<file path="config.mk">
export PLATFORM = sky130hd
export DESIGN_NAME = terminal_key_sequence_decoder
export DESIGN_NICKNAME = d
export VERILOG_FILES = /design/src/hw/rtl/tksd_pkg.sv /design/src/hw/rtl/tksd_store.sv /design/src/hw/rtl/tksd_scan.sv /design/src/hw/rtl/terminal_key_sequence_decoder.sv
export SDC_FILE = /design/constraint.sdc
export NUM_CORES = 1
export LEC_CHECK = 0
export BUFFER_PORTS_ARGS = -buffer_cell sky130_fd_sc_hd__clkbuf_2
export CORE_MARGIN = 2
export CORE_UTILIZATION = 40
export DETAILED_ROUTE_END_ITERATION = 10
export PLACE_DENSITY_LB_ADDON = 0.25
export SLEW_MARGIN = 20
export SYNTH_ARGS = -nofsm -noshare
export SYNTH_HDL_FRONTEND = slang
export SYNTH_SLANG_ARGS = --single-unit
</file>
<file path="constraint.sdc">
create_clock -name clk_i -period 6.3 [get_ports clk_i]
set_input_delay 0.63 -clock clk_i [delete_from_list [all_inputs] [get_ports clk_i]]
set_output_delay 0.63 -clock clk_i [all_outputs]
set_load 0.1 [all_outputs]
</file>
<file path="src/hw/rtl/tksd_pkg.sv">
// Shared types, codes and the escape sequence table of the terminal key sequence decoder.
package tksd_pkg;

  localparam int unsigned VALUE_W   = 21;
  localparam int unsigned SEQ_COUNT = 20;
  localparam int unsigned HEAD_LEN  = 4;
  localparam logic [7:0]  ESC_BYTE  = 8'h1B;
  localparam logic [7:0]  CR_BYTE   = 8'h0D;
  localparam logic [7:0]  LF_BYTE   = 8'h0A;

  typedef enum logic [1:0] {
    KIND_NONE    = 2'd0,
    KIND_CHAR    = 2'd1,
    KIND_SPECIAL = 2'd2
  } kind_e;

  typedef enum logic [1:0] {
    NL_NONE = 2'd0,
    NL_LF   = 2'd1,
    NL_CR   = 2'd2
  } newline_e;

  // how much the scan consumes from the head of the store
  typedef struct packed {
    logic       clear;  // discard everything
    logic [2:0] count;  // else drop this many bytes
  } drop_t;

  typedef struct packed {
    logic [2:0] len;
    logic [7:0] b0;
    logic [7:0] b1;
    logic [7:0] b2;
    logic [7:0] b3;
    logic [3:0] id;
  } seq_t;

  localparam seq_t SEQ_TABLE [SEQ_COUNT] = '{
    '{3'd4, 8'h1B, 8'h5B, 8'h5B, 8'h41, 4'd0},   // ESC [ [ A  F1
    '{3'd4, 8'h1B, 8'h5B, 8'h5B, 8'h42, 4'd1},   // ESC [ [ B  F2
    '{3'd4, 8'h1B, 8'h5B, 8'h5B, 8'h43, 4'd2},   // ESC [ [ C  F3
    '{3'd4, 8'h1B, 8'h5B, 8'h5B, 8'h44, 4'd3},   // ESC [ [ D  F4
    '{3'd4, 8'h1B, 8'h5B, 8'h31, 8'h7E, 4'd4},   // ESC [ 1 ~  home
    '{3'd4, 8'h1B, 8'h5B, 8'h32, 8'h7E, 4'd5},   // ESC [ 2 ~  insert
    '{3'd4, 8'h1B, 8'h5B, 8'h33, 8'h7E, 4'd6},   // ESC [ 3 ~  del
    '{3'd4, 8'h1B, 8'h5B, 8'h34, 8'h7E, 4'd7},   // ESC [ 4 ~  end
    '{3'd4, 8'h1B, 8'h5B, 8'h35, 8'h7E, 4'd8},   // ESC [ 5 ~  pgup
    '{3'd4, 8'h1B, 8'h5B, 8'h36, 8'h7E, 4'd9},   // ESC [ 6 ~  pgdown
    '{3'd3, 8'h1B, 8'h5B, 8'h41, 8'h00, 4'd10},  // ESC [ A    up
    '{3'd3, 8'h1B, 8'h5B, 8'h42, 8'h00, 4'd11},  // ESC [ B    down
    '{3'd3, 8'h1B, 8'h5B, 8'h44, 8'h00, 4'd12},  // ESC [ D    left
    '{3'd3, 8'h1B, 8'h5B, 8'h43, 8'h00, 4'd13},  // ESC [ C    right
    '{3'd3, 8'h1B, 8'h5B, 8'h48, 8'h00, 4'd4},   // ESC [ H    home
    '{3'd3, 8'h1B, 8'h5B, 8'h46, 8'h00, 4'd7},   // ESC [ F    end
    '{3'd3, 8'h1B, 8'h4F, 8'h50, 8'h00, 4'd0},   // ESC O P    F1
    '{3'd3, 8'h1B, 8'h4F, 8'h51, 8'h00, 4'd1},   // ESC O Q    F2
    '{3'd3, 8'h1B, 8'h4F, 8'h52, 8'h00, 4'd2},   // ESC O R    F3
    '{3'd3, 8'h1B, 8'h4F, 8'h53, 8'h00, 4'd3}    // ESC O S    F4
  };

endpackage

</file>
<file path="src/hw/rtl/tksd_store.sv">
// Byte store: append, head view and front drop of the pending terminal bytes.
module tksd_store #(
  parameter int unsigned DEPTH = 16,
  parameter int unsigned CNT_W = 5
) (
  input  logic                   clk_i,
  input  logic                   rst_ni,
  input  logic                   step_i,
  input  logic                   byte_valid_i,
  input  logic [7:0]             byte_i,
  input  tksd_pkg::drop_t        drop_i,
  output logic [3:0][7:0]        head_o,
  output logic [CNT_W-1:0]       fill_o,
  output logic [CNT_W-1:0]       pending_o,
  output logic                   dropped_o
);

  logic [7:0]       store_q [DEPTH];
  logic [7:0]       store_d [DEPTH];
  logic [7:0]       app     [DEPTH];
  logic [CNT_W-1:0] fill_q;
  logic [CNT_W-1:0] fill_d;
  logic             full;
  logic             push;

  assign full      = (fill_q == CNT_W'(DEPTH));
  assign push      = byte_valid_i && !full;
  assign dropped_o = byte_valid_i && full;
  assign fill_o    = fill_q + CNT_W'(push);

  // store as seen after the append
  always_comb begin
    for (int k = 0; k < DEPTH; k++) begin
      app[k] = (push && fill_q == CNT_W'(k)) ? byte_i : store_q[k];
    end
  end

  always_comb begin
    for (int k = 0; k < tksd_pkg::HEAD_LEN; k++) begin
      head_o[k] = app[k];
    end
  end

  assign fill_d    = drop_i.clear ? '0 : fill_o - CNT_W'(drop_i.count);
  assign pending_o = fill_d;

  always_comb begin
    for (int k = 0; k < DEPTH; k++) begin
      store_d[k] = app[k];
      case (drop_i.count)
        3'd1:    if (k + 1 < DEPTH) store_d[k] = app[(k + 1) % DEPTH];
        3'd2:    if (k + 2 < DEPTH) store_d[k] = app[(k + 2) % DEPTH];
        3'd3:    if (k + 3 < DEPTH) store_d[k] = app[(k + 3) % DEPTH];
        3'd4:    if (k + 4 < DEPTH) store_d[k] = app[(k + 4) % DEPTH];
        default: store_d[k] = app[k];
      endcase
    end
  end

  always_ff @(posedge clk_i or negedge rst_ni) begin
    if (!rst_ni) begin
      fill_q <= '0;
    end else if (step_i) begin
      fill_q <= fill_d;
    end
  end

  always_ff @(posedge clk_i) begin
    if (step_i) begin
      store_q <= store_d;
    end
  end

endmodule

</file>
<file path="src/hw/rtl/tksd_scan.sv">
// Single scan of the store head: escape sequence match, then UTF-8 decode, then flush rules.
module tksd_scan #(
  parameter int unsigned CNT_W = 5
) (
  input  logic [3:0][7:0]                head_i,
  input  logic [CNT_W-1:0]               fill_i,
  input  logic                           flush_i,
  output tksd_pkg::kind_e                kind_o,
  output logic [tksd_pkg::VALUE_W-1:0]   value_o,
  output tksd_pkg::drop_t                drop_o
);

  logic                           seq_hit;
  logic [3:0]                     seq_id;
  logic [2:0]                     seq_len;
  logic [2:0]                     lead_len;
  logic [tksd_pkg::VALUE_W-1:0]   cp;
  logic                           is_esc;

  assign is_esc = (head_i[0] == tksd_pkg::ESC_BYTE);

  // reverse sweep so the lowest table entry wins
  always_comb begin
    seq_hit = 1'b0;
    seq_id  = '0;
    seq_len = '0;
    for (int i = tksd_pkg::SEQ_COUNT - 1; i >= 0; i--) begin
      if (fill_i >= CNT_W'(tksd_pkg::SEQ_TABLE[i].len) &&
          head_i[0] == tksd_pkg::SEQ_TABLE[i].b0 &&
          head_i[1] == tksd_pkg::SEQ_TABLE[i].b1 &&
          head_i[2] == tksd_pkg::SEQ_TABLE[i].b2 &&
          (tksd_pkg::SEQ_TABLE[i].len == 3'd3 ||
           head_i[3] == tksd_pkg::SEQ_TABLE[i].b3)) begin
        seq_hit = 1'b1;
        seq_id  = tksd_pkg::SEQ_TABLE[i].id;
        seq_len = tksd_pkg::SEQ_TABLE[i].len;
      end
    end
  end

  always_comb begin
    if (!head_i[0][7])                lead_len = 3'd1;
    else if (head_i[0][7:5] == 3'b110) lead_len = 3'd2;
    else if (head_i[0][7:4] == 4'b1110) lead_len = 3'd3;
    else if (head_i[0][7:3] == 5'b11110) lead_len = 3'd4;
    else                               lead_len = 3'd0;
  end

  // continuation bytes are taken unchecked
  always_comb begin
    case (lead_len)
      3'd1:    cp = {14'd0, head_i[0][6:0]};
      3'd2:    cp = {10'd0, head_i[0][4:0], head_i[1][5:0]};
      3'd3:    cp = {5'd0, head_i[0][3:0], head_i[1][5:0], head_i[2][5:0]};
      3'd4:    cp = {head_i[0][2:0], head_i[1][5:0], head_i[2][5:0], head_i[3][5:0]};
      default: cp = '0;
    endcase
  end

  always_comb begin
    kind_o  = tksd_pkg::KIND_NONE;
    value_o = '0;
    drop_o  = '{clear: 1'b0, count: 3'd0};
    if (fill_i == '0) begin
      kind_o = tksd_pkg::KIND_NONE;
    end else if (seq_hit) begin
      kind_o  = tksd_pkg::KIND_SPECIAL;
      value_o = tksd_pkg::VALUE_W'(seq_id);
      drop_o  = '{clear: 1'b0, count: seq_len};
    end else if (flush_i && is_esc && fill_i > CNT_W'(1)) begin
      drop_o = '{clear: 1'b1, count: 3'd0};
    end else if (!is_esc && lead_len != 3'd0 && fill_i >= CNT_W'(lead_len)) begin
      kind_o  = tksd_pkg::KIND_CHAR;
      value_o = cp;
      drop_o  = '{clear: 1'b0, count: lead_len};
    end else if (flush_i) begin
      if (fill_i == CNT_W'(1)) begin
        kind_o  = tksd_pkg::KIND_CHAR;
        value_o = tksd_pkg::VALUE_W'(head_i[0]);
      end
      drop_o = '{clear: 1'b1, count: 3'd0};
    end
  end

endmodule

</file>
<file path="src/hw/rtl/terminal_key_sequence_decoder.sv">
// Top level: terminal byte stream to key codes, with input and result registers.
//
//   channel | dir | tdata                          | tuser
//   s_axis  | in  | data_byte[7:0]                 | cmd (1 = flush)
//   m_axis  | out | key_value, pending_bytes,      | key_kind[1:0]
//           |     | overflow_drop, zero pad        |
//
// One item per cycle sustained while m_axis takes results. An item sits in
// the input register, where the store scan, the store update and Enter
// folding run, and then lands in the result register.
// Reset clears the fill count, the newline memory and both valid flags; the
// byte contents are not cleared and are only read below the fill count.
// When m_axis stalls, the result holds, one more item waits in the input
// register and s_axis_tready_o then drops until the result is taken.
module terminal_key_sequence_decoder #(
  parameter int unsigned BUFFER_DEPTH = 16
) (
  input  logic                clk_i,
  input  logic                rst_ni,
  input  logic                s_axis_tvalid_i,
  output logic                s_axis_tready_o,
  input  logic [7:0]          s_axis_tdata_i,   // [7:0] data_byte
  input  logic                s_axis_tuser_i,   // [0] cmd
  output logic                m_axis_tvalid_o,
  input  logic                m_axis_tready_i,
  // [20:0] key_value, then pending_bytes, then overflow_drop, zero pad to bytes
  output logic [((tksd_pkg::VALUE_W + $clog2(BUFFER_DEPTH + 1) + 1 + 7) / 8) * 8 - 1:0]
                              m_axis_tdata_o,
  output logic [1:0]          m_axis_tuser_o    // [1:0] key_kind
);

  localparam int unsigned CNT_W  = $clog2(BUFFER_DEPTH + 1);
  localparam int unsigned DATA_W = ((tksd_pkg::VALUE_W + CNT_W + 1 + 7) / 8) * 8;
  localparam int unsigned PAD_W  = DATA_W - tksd_pkg::VALUE_W - CNT_W - 1;

  // input register
  logic       in_valid_q;
  logic       in_cmd_q;
  logic [7:0] in_byte_q;

  // result register
  logic                         out_valid_q;
  tksd_pkg::kind_e              out_kind_q, out_kind_d;
  logic [tksd_pkg::VALUE_W-1:0] out_value_q, out_value_d;
  logic [CNT_W-1:0]             out_pending_q;
  logic                         out_drop_q;

  tksd_pkg::newline_e last_nl_q, last_nl_d;

  logic                         advance;
  logic                         flush;
  logic [3:0][7:0]              head;
  logic [CNT_W-1:0]             fill;
  logic [CNT_W-1:0]             pending;
  logic                         dropped;
  tksd_pkg::drop_t              drop;
  tksd_pkg::kind_e              scan_kind;
  logic [tksd_pkg::VALUE_W-1:0] scan_value;
  tksd_pkg::newline_e           nl;

  assign advance         = in_valid_q && (!out_valid_q || m_axis_tready_i);
  assign s_axis_tready_o = !in_valid_q || advance;
  assign flush           = in_cmd_q || (in_byte_q == 8'h00);  // zero byte flushes too

  always_ff @(posedge clk_i or negedge rst_ni) begin
    if (!rst_ni) begin
      in_valid_q <= 1'b0;
    end else if (s_axis_tready_o) begin
      in_valid_q <= s_axis_tvalid_i;
    end
  end

  always_ff @(posedge clk_i) begin
    if (s_axis_tvalid_i && s_axis_tready_o) begin
      in_cmd_q  <= s_axis_tuser_i;
      in_byte_q <= s_axis_tdata_i;
    end
  end

  tksd_store #(
    .DEPTH (BUFFER_DEPTH),
    .CNT_W (CNT_W)
  ) u_store (
    .clk_i        (clk_i),
    .rst_ni       (rst_ni),
    .step_i       (advance),
    .byte_valid_i (!flush),
    .byte_i       (in_byte_q),
    .drop_i       (drop),
    .head_o       (head),
    .fill_o       (fill),
    .pending_o    (pending),
    .dropped_o    (dropped)
  );

  tksd_scan #(
    .CNT_W (CNT_W)
  ) u_scan (
    .head_i  (head),
    .fill_i  (fill),
    .flush_i (flush),
    .kind_o  (scan_kind),
    .value_o (scan_value),
    .drop_o  (drop)
  );

  // Enter folding: CR becomes LF, the opposite half of a CR/LF pair vanishes
  always_comb begin
    out_kind_d  = scan_kind;
    out_value_d = scan_value;
    last_nl_d   = last_nl_q;
    nl          = tksd_pkg::NL_NONE;
    if (scan_kind == tksd_pkg::KIND_CHAR &&
        scan_value == tksd_pkg::VALUE_W'(tksd_pkg::LF_BYTE)) begin
      nl = tksd_pkg::NL_LF;
    end else if (scan_kind == tksd_pkg::KIND_CHAR &&
                 scan_value == tksd_pkg::VALUE_W'(tksd_pkg::CR_BYTE)) begin
      nl = tksd_pkg::NL_CR;
    end
    if (nl != tksd_pkg::NL_NONE) begin
      if (last_nl_q == tksd_pkg::NL_NONE) begin
        last_nl_d = nl;
      end else if (nl != last_nl_q) begin
        last_nl_d   = tksd_pkg::NL_NONE;
        out_kind_d  = tksd_pkg::KIND_NONE;
        out_value_d = '0;
      end
      if (out_kind_d == tksd_pkg::KIND_CHAR) begin
        out_value_d = tksd_pkg::VALUE_W'(tksd_pkg::LF_BYTE);
      end
    end else if (scan_kind != tksd_pkg::KIND_NONE) begin
      last_nl_d = tksd_pkg::NL_NONE;
    end
  end

  always_ff @(posedge clk_i or negedge rst_ni) begin
    if (!rst_ni) begin
      out_valid_q <= 1'b0;
      last_nl_q   <= tksd_pkg::NL_NONE;
    end else begin
      if (advance) begin
        out_valid_q <= 1'b1;
        last_nl_q   <= last_nl_d;
      end else if (m_axis_tready_i) begin
        out_valid_q <= 1'b0;
      end
    end
  end

  always_ff @(posedge clk_i) begin
    if (advance) begin
      out_kind_q    <= out_kind_d;
      out_value_q   <= out_value_d;
      out_pending_q <= pending;
      out_drop_q    <= dropped;
    end
  end

  assign m_axis_tvalid_o = out_valid_q;
  assign m_axis_tuser_o  = out_kind_q;
  assign m_axis_tdata_o  = {{PAD_W{1'b0}}, out_drop_q, out_pending_q, out_value_q};

  // no-key results carry a zero value
  assert property (@(posedge clk_i) disable iff (!rst_ni)
    out_valid_q && out_kind_q == tksd_pkg::KIND_NONE |-> out_value_q == '0)
    else $error("no-key result with nonzero value");

  // special ids are 0..13
  assert property (@(posedge clk_i) disable iff (!rst_ni)
    out_valid_q && out_kind_q == tksd_pkg::KIND_SPECIAL
      |-> out_value_q < tksd_pkg::VALUE_W'(14))
    else $error("special key id out of range");

  // CR never leaves the block
  assert property (@(posedge clk_i) disable iff (!rst_ni)
    out_valid_q && out_kind_q == tksd_pkg::KIND_CHAR
      |-> out_value_q != tksd_pkg::VALUE_W'(tksd_pkg::CR_BYTE))
    else $error("CR not folded");

  // store occupancy stays within depth
  assert property (@(posedge clk_i) disable iff (!rst_ni)
    advance |-> pending <= CNT_W'(BUFFER_DEPTH) && fill <= CNT_W'(BUFFER_DEPTH))
    else $error("byte store fill beyond depth");

  // a dropped byte means nothing was appended
  assert property (@(posedge clk_i) disable iff (!rst_ni)
    advance && dropped |-> fill == CNT_W'(BUFFER_DEPTH))
    else $error("overflow flagged with room left");

endmodule

</file>
After elaboration in Yosys (flattened, before gate mapping)
Index checks and enable logic that the tools add are counted.

cells by class
  add/sub/neg operators = 2
  order comparisons = 4
  equal/unequal tests = 59
  mux-type cells = 130
  reductions and logical operators = 76

operators with widths
  cell                                                   number
  case mux 8 bit (4 select lines)                        12
  2-to-1 mux 21 bit                                      9
  equality test 8 x 7 -> 1 bit (second input constant)   18
  2-to-1 mux 8 bit                                       18
  2-to-1 mux 4 bit                                       24
  case mux 21 bit (4 select lines)                       1
  2-to-1 mux 3 bit                                       23
  logical AND 1 bit                                      58
  equality test 8 x 6 -> 1 bit (second input constant)   6
  equality test 21 x 4 -> 1 bit (second input constant)  2
  equality test 5 x 4 -> 1 bit (second input constant)   8
  2-to-1 mux 2 bit                                       17
  case mux 8 bit (3 select lines)                        1
  2-to-1 mux 1 bit                                       23
  equality test 5 x 3 -> 1 bit (second input constant)   4
  case mux 8 bit (2 select lines)                        1
  equality test 3 x 2 -> 1 bit (second input constant)   4
  equality test 5 x 1 -> 1 bit (second input constant)   2
  equality test 5 x 2 -> 1 bit (second input constant)   2
  equality test 5 bit (second input constant)            2
  zero test 5 bit                                        2
  equality test 3 bit (second input constant)            3
  equality test 8 x 5 -> 1 bit (second input constant)   1
  zero test 8 bit                                        1
  other kinds (18)                                       29

word-level totals
  register bits after elaboration = 175
  output and inout bits = 36
  logic and storage cells = 297

Depth between registers and ports, before layout
  depth after elaboration = 43
  depth in mapped cells = 28
  gate-level depth less buffers = 21

Cells and area by module
Synthesis repeated with hierarchy kept, for this count alone.

unflattened totals
  cell total of the unflattened synthesis = 1165
  area, all modules = 12260.5 um^2

by module, submodules not included
  module                         times used  cells an instance  area an instance (um^2)
  tksd_store                     1           846                9271.4
  terminal_key_sequence_decoder  1           108                1645.3
  tksd_scan                      1           211                1343.8

Worst setup path after synthesis
Ideal clock, no wire load.

  path type = reg2reg
  from = reg in_byte_q[6]
  to = reg out_pending_q[4], data pin
  setup time = 281 ps
  arrival = 5426 ps
  setup slack = 592 ps
  cell stages (with the launch flop) = 27
  clock period less this slack = 5708 ps
  path through = edfxtp_1 -> or4_1 -> buf_4 -> o31ai_1 -> nor2b_1 -> ha_1 -> ha_1 -> xor2_1 -> ha_1 -> o21ai_0 -> a21oi_1 -> or3_1 -> clkbuf_1 -> o21a_1 -> buf_4 -> and2_1 -> o211ai_2 -> buf_2 -> buf_2 -> inv_1 -> ha_1 -> fa_1 -> inv_1 -> a21oi_1 -> nand2_1 -> xnor2_1 -> nor2_1

on the way
  longest elaborated chain between the ends = 34
  elaborated cells between the ends (all ways) = 135
  those cells by class = add/sub: 2; order compare: 4; eq/ne: 28; mux: 54; reduce/logical: 47

RTL lines
  item                                                                           RTL line                              RTL
  start, declared                                                                terminal_key_sequence_decoder.sv:39   logic [7:0] in_byte_q;
  start signal, assigned                                                         terminal_key_sequence_decoder.sv:76   in_byte_q <= s_axis_tdata_i;
  parallel branches: the longest is 33 deep, another holds adder 5 x 1 -> 5 bit  -
  2-to-1 mux 5 bit *                                                             tksd_store.sv:44                      assign fill_d = drop_i.clear ? '0 : fill_o - CNT_W'(drop_i.count);
  named net pending[4]                                                           terminal_key_sequence_decoder.sv:54   logic [CNT_W-1:0] pending;
  end signal, assigned                                                           terminal_key_sequence_decoder.sv:154  out_pending_q <= pending;
  end, declared                                                                  terminal_key_sequence_decoder.sv:45   logic [CNT_W-1:0] out_pending_q;

Mark *: on every way through the listed nets, which the timed path passes.
A chain may end at the register's enable or synchronous reset.

==> reports/results.tsv <==
metric	value	unit
outcome	finished, final reports clean	
synthArstFlopShare	5.143	%
fin_crit_sh	93.26	%
relSlewSlack	21.48	%
dieArea	35060	sq um
yosysWarnings	0	
required	6490	ps
path_clk_slew	70	ps
syn_inst	1465	
min_period	5875	ps
drive_above_1_share	13.03	%
cts_hold_buf	0	
fin_setup_tns	0	ps
final_cells	1914	
cts_setup_buffers	0	
grt_pass1_vias	11420	
drv_slew	0	
hold_violations	0	
syn_to_final_growth	9.465	%
cts_sinks	175	
stdcell_area	14700	sq um
critPathKind	flop to flop	
fp.dieH	187.2	um
drt-total-wl	44190	um
ant_nets	0	
start_kind	flop	
die_w	187.2	um
reg2reg_to	u_store.store_q[107]	
regToRegStartpoint	in_byte_q[7]	
synth.top_cell.area_share	37.11	%
cp_slowest_cell	or4_1	
arrival	6060	ps
place_inst	1883	
setup_viol	0	
r2r_cells	17	
hold_slack	28.73	ps
yosysSeqAreaShare	38.79	%
synth-edff-count	166	
cp_max_fo	82	
port_buffers	43	
drtIter0Drc	1487	
rows	67	
gp_congestion	0.9189	
vias	12140	
r2r_setup_slack	420	ps
fmax	170.2	MHz
h-tree-depth	4	
firstDrtPassIters	5	
netlist_area	13430	sq um
placed_area	14120	sq um
ys.flop_type	edfxtp_1	
vias_per_cell	6.343	
cts_tree	done	
worstPathCellList	or4_1, o311ai_4, buf_4, mux2i_1, nand2_1, ha_1, nor2_1, a21oi_1, or3_1, o21a_1, nand3_1, o21ai_4, inv_2, buf_4, o32ai_1, a311oi_1, a21oi_1	
final_common_cell	nand2_1	
yosys.area.top_type	edfxtp_1	
avgSynthCellArea	9.168	sq um
hpwl	29950	um
cts_buffer_depth	2	
boundaryPins	49	
skew	19.47	ps
wire_per_inst	23.09	um
core	33280	sq um
cts_resized	0	
endpoint_kind	flop	
grt_usage	24.99	%
nNetsFinal	1476	
antenna_found_initial	0	
grt.overflow.total	0	
synth_top_cells_by_area	edfxtp_1, mux2i_1, nand2_1, nor2_1, a21oi_1	
drc	0	
antennaDiodeCount	0	
grt_first_pass_wirelength	68670	um
critPathMaxStageDelay	790	ps
rsz0062_at_grt	no	
hold_class	primary input to asynchronous set/reset pin	
clk_latency	470	ps
grt_start_max_net_pins	147	
cts_buffers	17	
ys_types	89	
start_util	40.36	%
drv_cap	0	
ys_ff_latch	175	
worst_slew_pin_slew	1174	ps
root_buffer	clkbuf_16	
layout_common_cells	nand2_1, edfxtp_1, mux2i_1	
## cell type report
| class | instances | area (sq um) |
|---|---|---|
| tap | 448 | 560.5 |
| timing repair buffer | 100 | 680.7 |
| clock buffer | 18 | 429.2 |
| inverter | 21 | 83.83 |
| multi-input combinational | 1139 | 7586 |
| fill | 3252 | 18580 |
| clock inverter | 13 | 152.6 |
| sequential | 175 | 5210 |
## through the flow
stage	setup slack (ps)	utilization, %
final	424.5	44.18
after global routing	158.0	44.18
after CTS	577.9	44.17
after detailed placement	611.2	42.42
after global placement	624.8	42.42
after floorplan	592.5	-
## layer usage
layer / track usage (%) / routed length (um) / vias to the layer above
met2: 38.05 / 19880 / 563
met1: 34.71 / 19440 / 5840
li1: - / - / 5641
met4: 11.02 / 1678 / 0
met3: 4.503 / 3186 / 97
met5: 0 / 0 / -
## cell usage after synthesis, drive strengths merged (9+ instances only)
library cell  count
o32ai            42
nand2b           16
nand2           217
a211oi           27
o22a              9
nor3             29
dfrtp             9
nor2            130
o31a             34
edfxtp          166
clkbuf           61
a311oi           35
mux2i           136
and2             12
nor4             12
o21ai            32
o21a             10
a221oi           14
inv              20
a21oi            83
o22ai            42
a31oi            20
nor2b             9
and3             14
buf              73
nand3            32
o221ai            9
o211ai           10
mux2             28
## registers in the layout, summed over array words and instances, names as in the netlist
| register | flops |
|---|---|
| in_byte_q | 8 |
| in_cmd_q | 1 |
| in_valid_q | 1 |
| last_nl_q | 2 |
| m_axis_tuser_o | 2 |
| m_axis_tvalid_o | 1 |
| out_drop_q | 1 |
| out_pending_q | 5 |
| out_value_q | 21 |
| u_store.fill_q | 5 |
| u_store.store_q | 128 |
## critical path: cells and delay by family, from the launching register on
family,cells,cell delay [ps]
AOI/OAI and AO/OA,7,1570
adders and majority gates,1,290
buffers and inverters,3,1180
DFF,1,390
muxes,1,300
and+or+nand+nor,5,1800
## worst max-delay path by stage
stage                            to  cells after the start  slack, ps          from
6_report       u_store.store_q[107]                     17        420  in_byte_q[7]
5_1_grt        u_store.store_q[104]                     18        160  in_byte_q[7]
4_1_cts         u_store.store_q[73]                     19        580  in_byte_q[7]
3_5_place_dp    u_store.store_q[73]                     18        610  in_byte_q[7]
3_3_place_gp    u_store.store_q[60]                     16        620  in_byte_q[7]
2_1_floorplan      out_pending_q[4]                     26        590  in_byte_q[6]
## logic make-up after synthesis
group / share of synthesized area (%)
XOR/XNOR: 0.7173
buffers and inverters: 5.291
multiplexers: 12.48
other: 0.02792
adder cells (fa/ha/maj): 0.8943
AO/OA/AOI/OAI: 23.77
AND/OR/NAND/NOR: 18.03
flip-flops: 38.79
Power is not shown: default switching activity piles up to over one toggle a cycle in this logic, so the estimate is an artifact.
